--- config.mk ---
export PLATFORM = sky130hd
export DESIGN_NAME = bssf_cell
export DESIGN_NICKNAME = d
export VERILOG_FILES = /design/src/hdl/bssf_pkg.sv /design/src/hdl/bssf_cell.sv
export SDC_FILE = /design/constraint.sdc
export NUM_CORES = 1
export LEC_CHECK = 0
export BUFFER_PORTS_ARGS = -buffer_cell sky130_fd_sc_hd__buf_2
export CORE_ASPECT_RATIO = 0.9
export CORE_UTILIZATION = 51
export CTS_CLUSTER_DIAMETER = 100
export DETAILED_ROUTE_END_ITERATION = 8
export MAX_ROUTING_LAYER = met4
export PLACE_DENSITY = 0.93
export SLEW_MARGIN = 20
export SYNTH_ARGS = -nofsm -noshare
export SYNTH_HDL_FRONTEND = slang
export SYNTH_SLANG_ARGS = --single-unit
--- constraint.sdc ---
create_clock -name i_clk -period 5.07 [get_ports i_clk]
set_input_delay 0.2535 -clock i_clk [delete_from_list [all_inputs] [get_ports i_clk]]
set_output_delay 0.2535 -clock i_clk [all_outputs]
set_load 0.01 [all_outputs]
--- src/hdl/bssf_pkg.sv ---
// ----------------------------------------------------------------------------
// bssf_pkg
// shared types and constants of the bounded set span finder
// ----------------------------------------------------------------------------
`default_nettype none

package bssf_pkg;

    localparam int MAX_ENTRIES_DEF = 64;
    localparam int VAL_W           = 32;
    localparam int CAP_W           = 7;
    localparam int STAT_W          = 2;

    localparam logic [CAP_W-1:0]  CAPACITY_RESET = 7'd64;
    localparam logic [VAL_W-1:0]  GAP_CEILING    = 32'hFFFF_FFFF;

    localparam logic [STAT_W-1:0] STATUS_OK      = 2'd0;
    localparam logic [STAT_W-1:0] STATUS_FULL    = 2'd1;
    localparam logic [STAT_W-1:0] STATUS_TOO_FEW = 2'd2;

    localparam logic ACT_ADD   = 1'b0;
    localparam logic ACT_QUERY = 1'b1;

    // broadcast to every cell
    typedef struct packed {
        logic             ins;
        logic [VAL_W-1:0] value;
    } t_ctrl;

    // what a cell hands to its right neighbor
    typedef struct packed {
        logic [VAL_W-1:0] value;
        logic             valid;   // occupied, left boundary reads as occupied
        logic             live;    // holds a real value, left boundary reads as empty
        logic             gt;      // holds a value above the incoming one
        logic [VAL_W-1:0] min;     // running least neighbor gap
        logic [VAL_W-1:0] last;    // running last occupied value
    } t_link;

    typedef struct packed {
        logic [STAT_W-1:0] status;
        logic [VAL_W-1:0]  shortest_span;
        logic [VAL_W-1:0]  longest_span;
    } t_result;

endpackage

`default_nettype wire

--- src/hdl/bssf_cell.sv ---
// ----------------------------------------------------------------------------
// bssf_cell
// one slot of the sorted chain: insert shift and span scan step
// ----------------------------------------------------------------------------
`default_nettype none

module bssf_cell
    import bssf_pkg::*;
(
    input  logic  i_clk,
    input  logic  i_rst_n,
    input  t_ctrl i_ctrl,
    input  t_link i_left,
    output t_link o_link
);

    logic [VAL_W-1:0] r_value, n_value;
    logic             r_valid, n_valid;
    logic [VAL_W-1:0] r_min, n_min;
    logic [VAL_W-1:0] r_last, n_last;
    logic             w_gt;
    logic [VAL_W-1:0] w_gap;
    logic [VAL_W-1:0] w_cand;

    assign w_gt = r_valid && ($signed(r_value) > $signed(i_ctrl.value));

    always_comb begin
        n_value = r_value;
        n_valid = r_valid;
        if (i_ctrl.ins) begin
            if (i_left.gt) begin
                n_value = i_left.value;
            end else if (w_gt || (!r_valid && i_left.valid)) begin
                n_value = i_ctrl.value;
            end
            n_valid = r_valid | i_left.valid;
        end
    end

    // difference wraps to the exact unsigned gap since neighbors are ordered
    assign w_gap  = r_value - i_left.value;
    assign w_cand = (r_valid && i_left.live) ? w_gap : GAP_CEILING;

    always_comb begin
        n_min  = (w_cand < i_left.min) ? w_cand : i_left.min;
        n_last = r_valid ? r_value : i_left.last;
    end

    always_ff @(posedge i_clk) begin
        if (!i_rst_n) begin
            r_valid <= 1'b0;
        end else begin
            r_valid <= n_valid;
        end
    end

    always_ff @(posedge i_clk) begin
        r_value <= n_value;
        r_min   <= n_min;
        r_last  <= n_last;
    end

    assign o_link.value = r_value;
    assign o_link.valid = r_valid;
    assign o_link.live  = r_valid;
    assign o_link.gt    = w_gt;
    assign o_link.min   = r_min;
    assign o_link.last  = r_last;

endmodule

`default_nettype wire

==> results of run 1 <==
state kept, by name, indices dropped and copies added, names as in the netlist:
| signal | cells |
|---|---|
| r_min | 32 |
| r_last | 32 |
| r_value | 32 |
| r_valid | 1 |
logic make-up after synthesis:
logic type | after synthesis | synth area share, %
buffers and inverters | 127 | 7.25
xor gates and xnor gates | 27 | 3.51
AOI/OAI and AO/OA | 200 | 18.7
and+or+nand+nor | 187 | 12.6
DFF | 97 | 33.5
muxes | 40 | 6.68
adders and majority gates | 95 | 17.7
cell usage in the layout (no fill, tap or decap), types with 6 or more instances in the layout:
master and n:
sky130_fd_sc_hd__buf_2 232, sky130_fd_sc_hd__inv_1 100, sky130_fd_sc_hd__ha_1 91, sky130_fd_sc_hd__nand2_1 86, sky130_fd_sc_hd__dfxtp_1 64, sky130_fd_sc_hd__a21oi_1 60
sky130_fd_sc_hd__o21ai_0 55, sky130_fd_sc_hd__mux2_2 40, sky130_fd_sc_hd__nor2_1 38, sky130_fd_sc_hd__a21o_1 32, sky130_fd_sc_hd__edfxtp_1 32, sky130_fd_sc_hd__xor2_1 14
sky130_fd_sc_hd__xnor2_1 13, sky130_fd_sc_hd__nand4_1 13, sky130_fd_sc_hd__nor2b_1 12, sky130_fd_sc_hd__clkbuf_16 11, sky130_fd_sc_hd__buf_4 11, sky130_fd_sc_hd__nand2b_1 8
sky130_fd_sc_hd__nand3_1 8, sky130_fd_sc_hd__nor3_1 6
stage by stage:
step                TNS [ps]  worst slack, ps  utilization (%)  power (mW)
finish                     0             77.3             66.7        2.39
global route           -2610             -127             66.7        2.51
CTS                        0              130             65.5        2.36
detailed placement         0              147             62.9        1.61
global placement           0              329             62.9        1.58
floorplan                  0              508                -        1.37
layout make-up:
class                           count  area [µm²]  share of cell area (%)
Clock inverter                      6        81.3                   0.954
Timing Repair Buffer              246        1300                    15.3
Sequential cell                    97        2260                    26.6
Clock buffer                       10         250                    2.94
Multi-Input combinational cell    549        4040                    47.4
Tap cell                          164         205                    2.41
Inverter                          101         379                    4.45
path summary, 6_finish.rpt:
path | from | end | slack [ps] | depth (start not counted)
worst max register to register | r_value[0] | r_min[2] | 80 | 22
worst min register to register | r_value[24] | r_last[24] | 610 | 1
worst min-delay path | i_left[32] | r_min[0] | 110 | 2
worst max-delay path | r_value[0] | r_min[2] | 80 | 22
metal layers:
layer  vias to the layer above  track usage [%]
li1                       3153                -
met1                      2950             38.1
met2                       317             44.7
met3                        42             4.27
met4                         0             9.56
met5                         -                -
cell usage after synthesis (all sizes together), types with 8 or more instances:
cell type | number | area [µm²]
o21ai | 59 | 295
nand2 | 87 | 329
mux2 | 40 | 450
xnor2 | 13 | 114
nand3 | 8 | 40.0
nor2 | 38 | 143
nand2b | 8 | 50.1
dfxtp | 65 | 1300
a21o | 32 | 240
ha | 94 | 1180
inv | 101 | 379
a21oi | 64 | 324
nor2b | 12 | 75.1
edfxtp | 32 | 961
clkbuf | 19 | 71.3
xor2 | 14 | 123
nand4 | 13 | 81.3
what timing repair did:
action	CTS	global route
gates resized for setup	0	16
buffers inserted	0	8
endpoints found under the setup margin	0	32
power breakdown:
part           switching (mW)  internal, mW  total (mW)  leakage, nW
clock network           0.331         0.424       0.754        0.163
logic                   0.395         0.320       0.715         3.27
registers              0.0395         0.880       0.919        0.857
total                   0.766          1.62        2.39         4.29
==> qor.log, run 1 <==
[cts] number of sinks on the clock net 97
[floorplan] I/O Pins 233
[synthesis] distinct cell type count of the synthesized netlist 55
[final_layout] proportion of layout cells with a drive suffix above 1 31.9%
[setup_path] Startpoint Class flop
[sta] Final setup violation count 0
[cts] number of levels the H-tree was split into 3
[route] number of violations reported at the end of detailed-routing iteration 0 463
[synthesis] Post-Synthesis Net Count 1002
[synthesis] post-synthesis sequential area ratio 33.5%
[route] Met2 Routed Length 8.80 mm
[setup_path] Worst path max stage delay 400 ps
[synthesis] area of the mapped netlist 6750 µm²
[min_path] kind of path behind the tightest hold check in -> reg
[route] total routed wire length on the met1 layer 8.64 mm
[setup_path] worst-path cell with the longest stage delay sky130_fd_sc_hd__edfxtp_1
[power_and_ir_drop] IR Drop Worst-Case VDD 0.256 mV
[final_layout] net count reported at finish 1233
[cts] Worst-Skew Late Latency 360 ps
[cts] deepest clock path buffer count 2
[final_layout] filler cell count in the final layout 1045
[power_and_ir_drop] power per cell area 280 nW/µm²
[sta] slew at the pin closest to its max-slew limit 1020 ps
[cts] CTS clock-pin slew for the worst setup and hold paths 80 ps
[floorplan] site row count 39
[setup_path] count of buffer and inverter cells on the critical path 4
[route] routed via count 6462
[setup_path] Worst Setup Path Type reg -> reg
[synthesis] predominant post-synthesis flop cell sky130_fd_sc_hd__dfxtp_1
[sta] Min Hold Slack 111 ps
[place] total placed instance area 8040 µm²
[floorplan] Die X-Extent 123 µm
[setup_path] CP top delay family compound AO/OA/AOI/OAI gates
[place] DP HPWL 15.2 mm
[setup_path] Arr. time, crit path 5240 ps
[route] wire length on met3 1.44 mm
[run_status] run status complete, no violations
[place] post-placement cell count 1148
[synthesis] mean post-synth cell area 8.73 µm²
[synthesis] FFs w/ async S/R, synth 0%
[setup_path] Crit path required time 5320 ps
[cts] total CTS buffers 9
[sta] clock period minus worst slack 4990 ps
[sta] FMAX 200 MHz
[setup_path] cells along the critical path inv_2, ha_2, inv_1, fa_2, a21o_1, a221o_1, a211o_1, a31oi_4, o21a_1, o21ai_2, xnor2_1, nand2_1, ha_4, a41o_1, a221o_1, a21oi_2, nor2_1, nand4b_1, buf_4, clkbuf_16, nor2_1, a21oi_1
[global_routing] pin count of the biggest net entering global routing 65
[sta] max-slew violation count 0
[sta] count of endpoints failing hold in the final timing report 0
[floorplan] initial core utilization 52.8%
[synthesis] Yosys warnings 0
[route] WL/cell 16.5 µm
[floorplan] area enclosed by the die boundary 13700 µm²
[cts] count of hold-fix buffers inserted at cts 0
[job] max-cap violation count 0
[floorplan] die height 111 µm
[power_and_ir_drop] Leak Pwr 4.29 nW
[place] PortBufs 232
[route] routed wire length 19.4 mm
[synthesis] number of synthesized flops with an enable pin 32
[synthesis] register bit count reported by yosys 97
[final_layout] final standard cell area without fillers 8520 µm²
[final_layout] Layout area overhead 26.4%
[sta] worst max-slew margin expressed relative to the limit 32.2%
[route] post-route ant nets 0
[global_routing] wire length of the first global-routing pass 29.9 mm
[route] uppermost routed layer met4
[synthesis] Post-Synthesis Cells 773
[global_routing] GRT Total Usage 28.8%
[global_routing] GRT overflow 0
[floorplan] Placeable Area 12800 µm²
[final_layout] antenna diode count 0
[final_layout] final std cells w/o fill 1173
[setup_path] largest fanout on the critical path 22
[sta] final period utilization 98.5%
[global_routing] vias in the first global route 6182
[route] per-cell via count in the routed design 5.51
[cts] buffer type at the clock tree root sky130_fd_sc_hd__clkbuf_16
[route] total iterations of the first detailed-routing run 5
[cts] TritonCTS clock tree built
[setup_path] Setup crit end kind flop
[place] placer's final routability congestion estimate 0.963
[global_routing] initial antenna violation count 0
[sta] Max Clock Skew 12.1 ps
[route] Remaining DRCs 0
(Power assumes the default switching activity.)
==> run 2, diff against run 1 <==
Settings changed: CORE_ASPECT_RATIO 0.9 to default.
==> run 2 against run 1 <==
  * Clock power decreased by 1%
  * Clock skew increased by 1.3 ps
  * Cell count increased by 0.34%
  * Via count decreased by 0.19%
  * Global-route usage increased by 0.41 points
  * First-iteration DRC count increased by 22%
==> qor.log, run 2 (same netlist as run 1, synthesis figures left out) <==
[cts] TritonCTS clock tree built
[final_layout] Sequential Area 2260 µm² [unchanged]
[sta] worst path setup slack after routing 156 ps [+78.4 ps]
[final_layout] proportion of layout cells with a drive suffix above 1 31.0% [-0.91 points]
[power_and_ir_drop] Leak Pwr 4.26 nW [-0.88%]
[floorplan] Die X-Extent 117 µm [-5.0%]
[final_layout] commonest non-fill, non-tap cell in the layout sky130_fd_sc_hd__buf_2
[cts] Worst-Skew Late Latency 360 ps [about the same]
[place] DP HPWL 15.5 mm [+2.1%]
[sta] Min Hold Slack 121 ps [+10.0 ps]
[sta] Final setup violation count 0 [unchanged]
[cts] number of levels the H-tree was split into 3 [unchanged]
[final_layout] multi-input logic area 4030 µm² [-0.34%]
[route] number of violations reported at the end of detailed-routing iteration 0 566 [+22%]
[floorplan] site row count 41 [+5.1%]
[global_routing] pin count of the biggest net entering global routing 57 [-12%]
[route] per-cell via count in the routed design 5.48 [-0.52%]
[floorplan] Placeable Area 12800 µm² [about the same]
[sta] max-slew violation count 0 [unchanged]
[power_and_ir_drop] IR Drop Worst-Case VDD 0.328 mV [+28%]
[place] placer's final routability congestion estimate 0.920 [-4.5%]
[setup_path] Arr. time, crit path 5150 ps [-90 ps]
[floorplan] die height 117 µm [+5.3%]
[place] Post-Place Setup Slack 217 ps [+70.2 ps]
[sta] FMAX 203 MHz [+1.6%]
[global_routing] wire length of the first global-routing pass 29.6 mm [-0.95%]
[final_layout] filler cell count in the final layout 1035 [-0.96%]
[final_layout] net count reported at finish 1227 [-0.49%]
[sta] clock period minus worst slack 4910 ps [-78.4 ps]
[final_layout] final standard cell area without fillers 8460 µm² [-0.70%]
[final_layout] commonest cells after routing, fill and taps aside sky130_fd_sc_hd__buf_2 (232), sky130_fd_sc_hd__inv_1 (101), sky130_fd_sc_hd__ha_1 (92), sky130_fd_sc_hd__nand2_1 (86), sky130_fd_sc_hd__dfxtp_1 (64)
[final_layout] Final Core Density 66.3% [-0.41 points]
[power_and_ir_drop] PnR Total Power 2.37 mW [-0.83%]
[route] routed wire length 19.5 mm [+0.30%]
[final_layout] biggest regs r_last: 32 flops, r_min: 32 flops, r_value: 32 flops
[route] post-route ant nets 0 [unchanged]
[route] WL/cell 16.5 µm [about the same]
[global_routing] GRT Total Usage 29.2% [+0.41 points]
[setup_path] Crit path required time 5310 ps [about the same]
[final_layout] Layout area overhead 25.5%
[setup_path] Worst Setup Path Type reg -> reg
[sta] slew at the pin closest to its max-slew limit 1020 ps [+2.99 ps]
[run_status] run status complete, no violations
[floorplan] initial core utilization 52.8% [about the same]
[power_and_ir_drop] power per cell area 280 nW/µm² [-0.13%]
[setup_path] Setup crit end kind flop
[route] Remaining DRCs 0 [unchanged]
[sta] Max Clock Skew 13.4 ps [+1.26 ps]
[cts] deepest clock path buffer count 2 [unchanged]
[route] total iterations of the first detailed-routing run 5 [unchanged]
[global_routing] initial antenna violation count 1 [+1]
[sta] final period utilization 96.9% [-1.5 points]
[place] PortBufs 232 [unchanged]
[setup_path] largest fanout on the critical path 28 [+27%]
[cts] number of sinks on the clock net 97 [unchanged]
[cts] buffer type at the clock tree root sky130_fd_sc_hd__clkbuf_16
[min_path] kind of path behind the tightest hold check in -> reg
[place] total placed instance area 8040 µm² [about the same]
[sta] worst max-slew margin expressed relative to the limit 32.0% [-0.20 points]
[cts] total CTS buffers 9 [unchanged]
[floorplan] I/O Pins 233 [unchanged]
[job] max-cap violation count 0 [unchanged]
[sta] count of endpoints failing hold in the final timing report 0 [unchanged]
[cts] CTS clock-pin slew for the worst setup and hold paths 70 ps [about the same]
[route] routed via count 6450 [-0.19%]
[global_routing] vias in the first global route 6056 [-2.0%]
[floorplan] area enclosed by the die boundary 13700 µm² [about the same]
[setup_path] Startpoint Class flop
[global_routing] GRT overflow 0 [unchanged]
-- run 2: changes by cell type in the layout (fill, tap and decap cells not counted), moves of 2 or more --
cell,before,now
sky130_fd_sc_hd__o21ai_1,3,5
sky130_fd_sc_hd__clkbuf_1,0,2
sky130_fd_sc_hd__buf_4,11,6
sky130_fd_sc_hd__diode_2,0,2
-- run 2: where the power goes --
part | internal, mW | switching (mW) | leakage (nW) | total, mW
clock | 0.437 | 0.306 | 0.155 | 0.744
combinational | 0.313 | 0.393 | 3.24 | 0.706
sequential | 0.880 | 0.0390 | 0.857 | 0.919
total | 1.63 | 0.738 | 4.26 | 2.37
-- run 2: stage by stage --
stage,cells,TNS (ps)
floorplan,773,0
global placement,1155,0
detailed placement,1155,0
CTS,1171,0
global route,1176,-5250
finish,1177,0
-- run 2: per-layer routing --
metal	track usage, %	vias up	part of all wire [%]
met5	-	-	0
met4	8.78	0	1.9
met3	4.53	37	5.8
met2	47.7	298	48
met1	37.3	2972	44
li1	-	3143	-
-- run 2: repair_timing --
item,in CTS,in global routing
gates resized for setup,0,12
setup buffers,0,3
setup endpoints to repair,0,32
hold buffers,0,0
hold endpoints to repair,0,0
-- run 2: critical path, cell delays in order (launching register included) --
cell,delay (ps)
sky130_fd_sc_hd__edfxtp_1,410
sky130_fd_sc_hd__inv_1,100
sky130_fd_sc_hd__ha_1,180
sky130_fd_sc_hd__inv_1,70
sky130_fd_sc_hd__fa_2,350
sky130_fd_sc_hd__a21o_1,220
sky130_fd_sc_hd__a221o_1,370
sky130_fd_sc_hd__a211o_1,350
sky130_fd_sc_hd__buf_4,150
sky130_fd_sc_hd__nand3_1,70
sky130_fd_sc_hd__nand2_1,70
sky130_fd_sc_hd__a211oi_2,230
sky130_fd_sc_hd__o21ai_1,130
sky130_fd_sc_hd__ha_1,390
sky130_fd_sc_hd__nand4_1,130
sky130_fd_sc_hd__nor2_1,70
sky130_fd_sc_hd__nor3_1,130
sky130_fd_sc_hd__a21oi_1,90
sky130_fd_sc_hd__o41ai_1,460
sky130_fd_sc_hd__nand4b_1,250
sky130_fd_sc_hd__buf_4,210
sky130_fd_sc_hd__clkbuf_16,190
sky130_fd_sc_hd__nor2_1,110
sky130_fd_sc_hd__a21oi_1,50
-- run 2: final cells by class --
cell class	count	share of cell area, %
Inverter	101	4.48
Multi-Input combinational cell	549	47.6
Clock buffer	11	2.75
Antenna cell	2	0.0591
Clock inverter	5	1.02
Timing Repair Buffer	240	14.8
Sequential cell	97	26.7
Tap cell	172	2.54
-- run 2: path summary, 6_finish.rpt --
check,start,endpoint,slack [ps],cells past startpoint
worst max-delay path,r_value[0],r_min[14],160,23
worst min-delay path,i_left[3],r_last[3],120,2
worst max register to register,r_value[0],r_min[14],160,23
worst min register to register,r_value[0],r_last[0],560,1
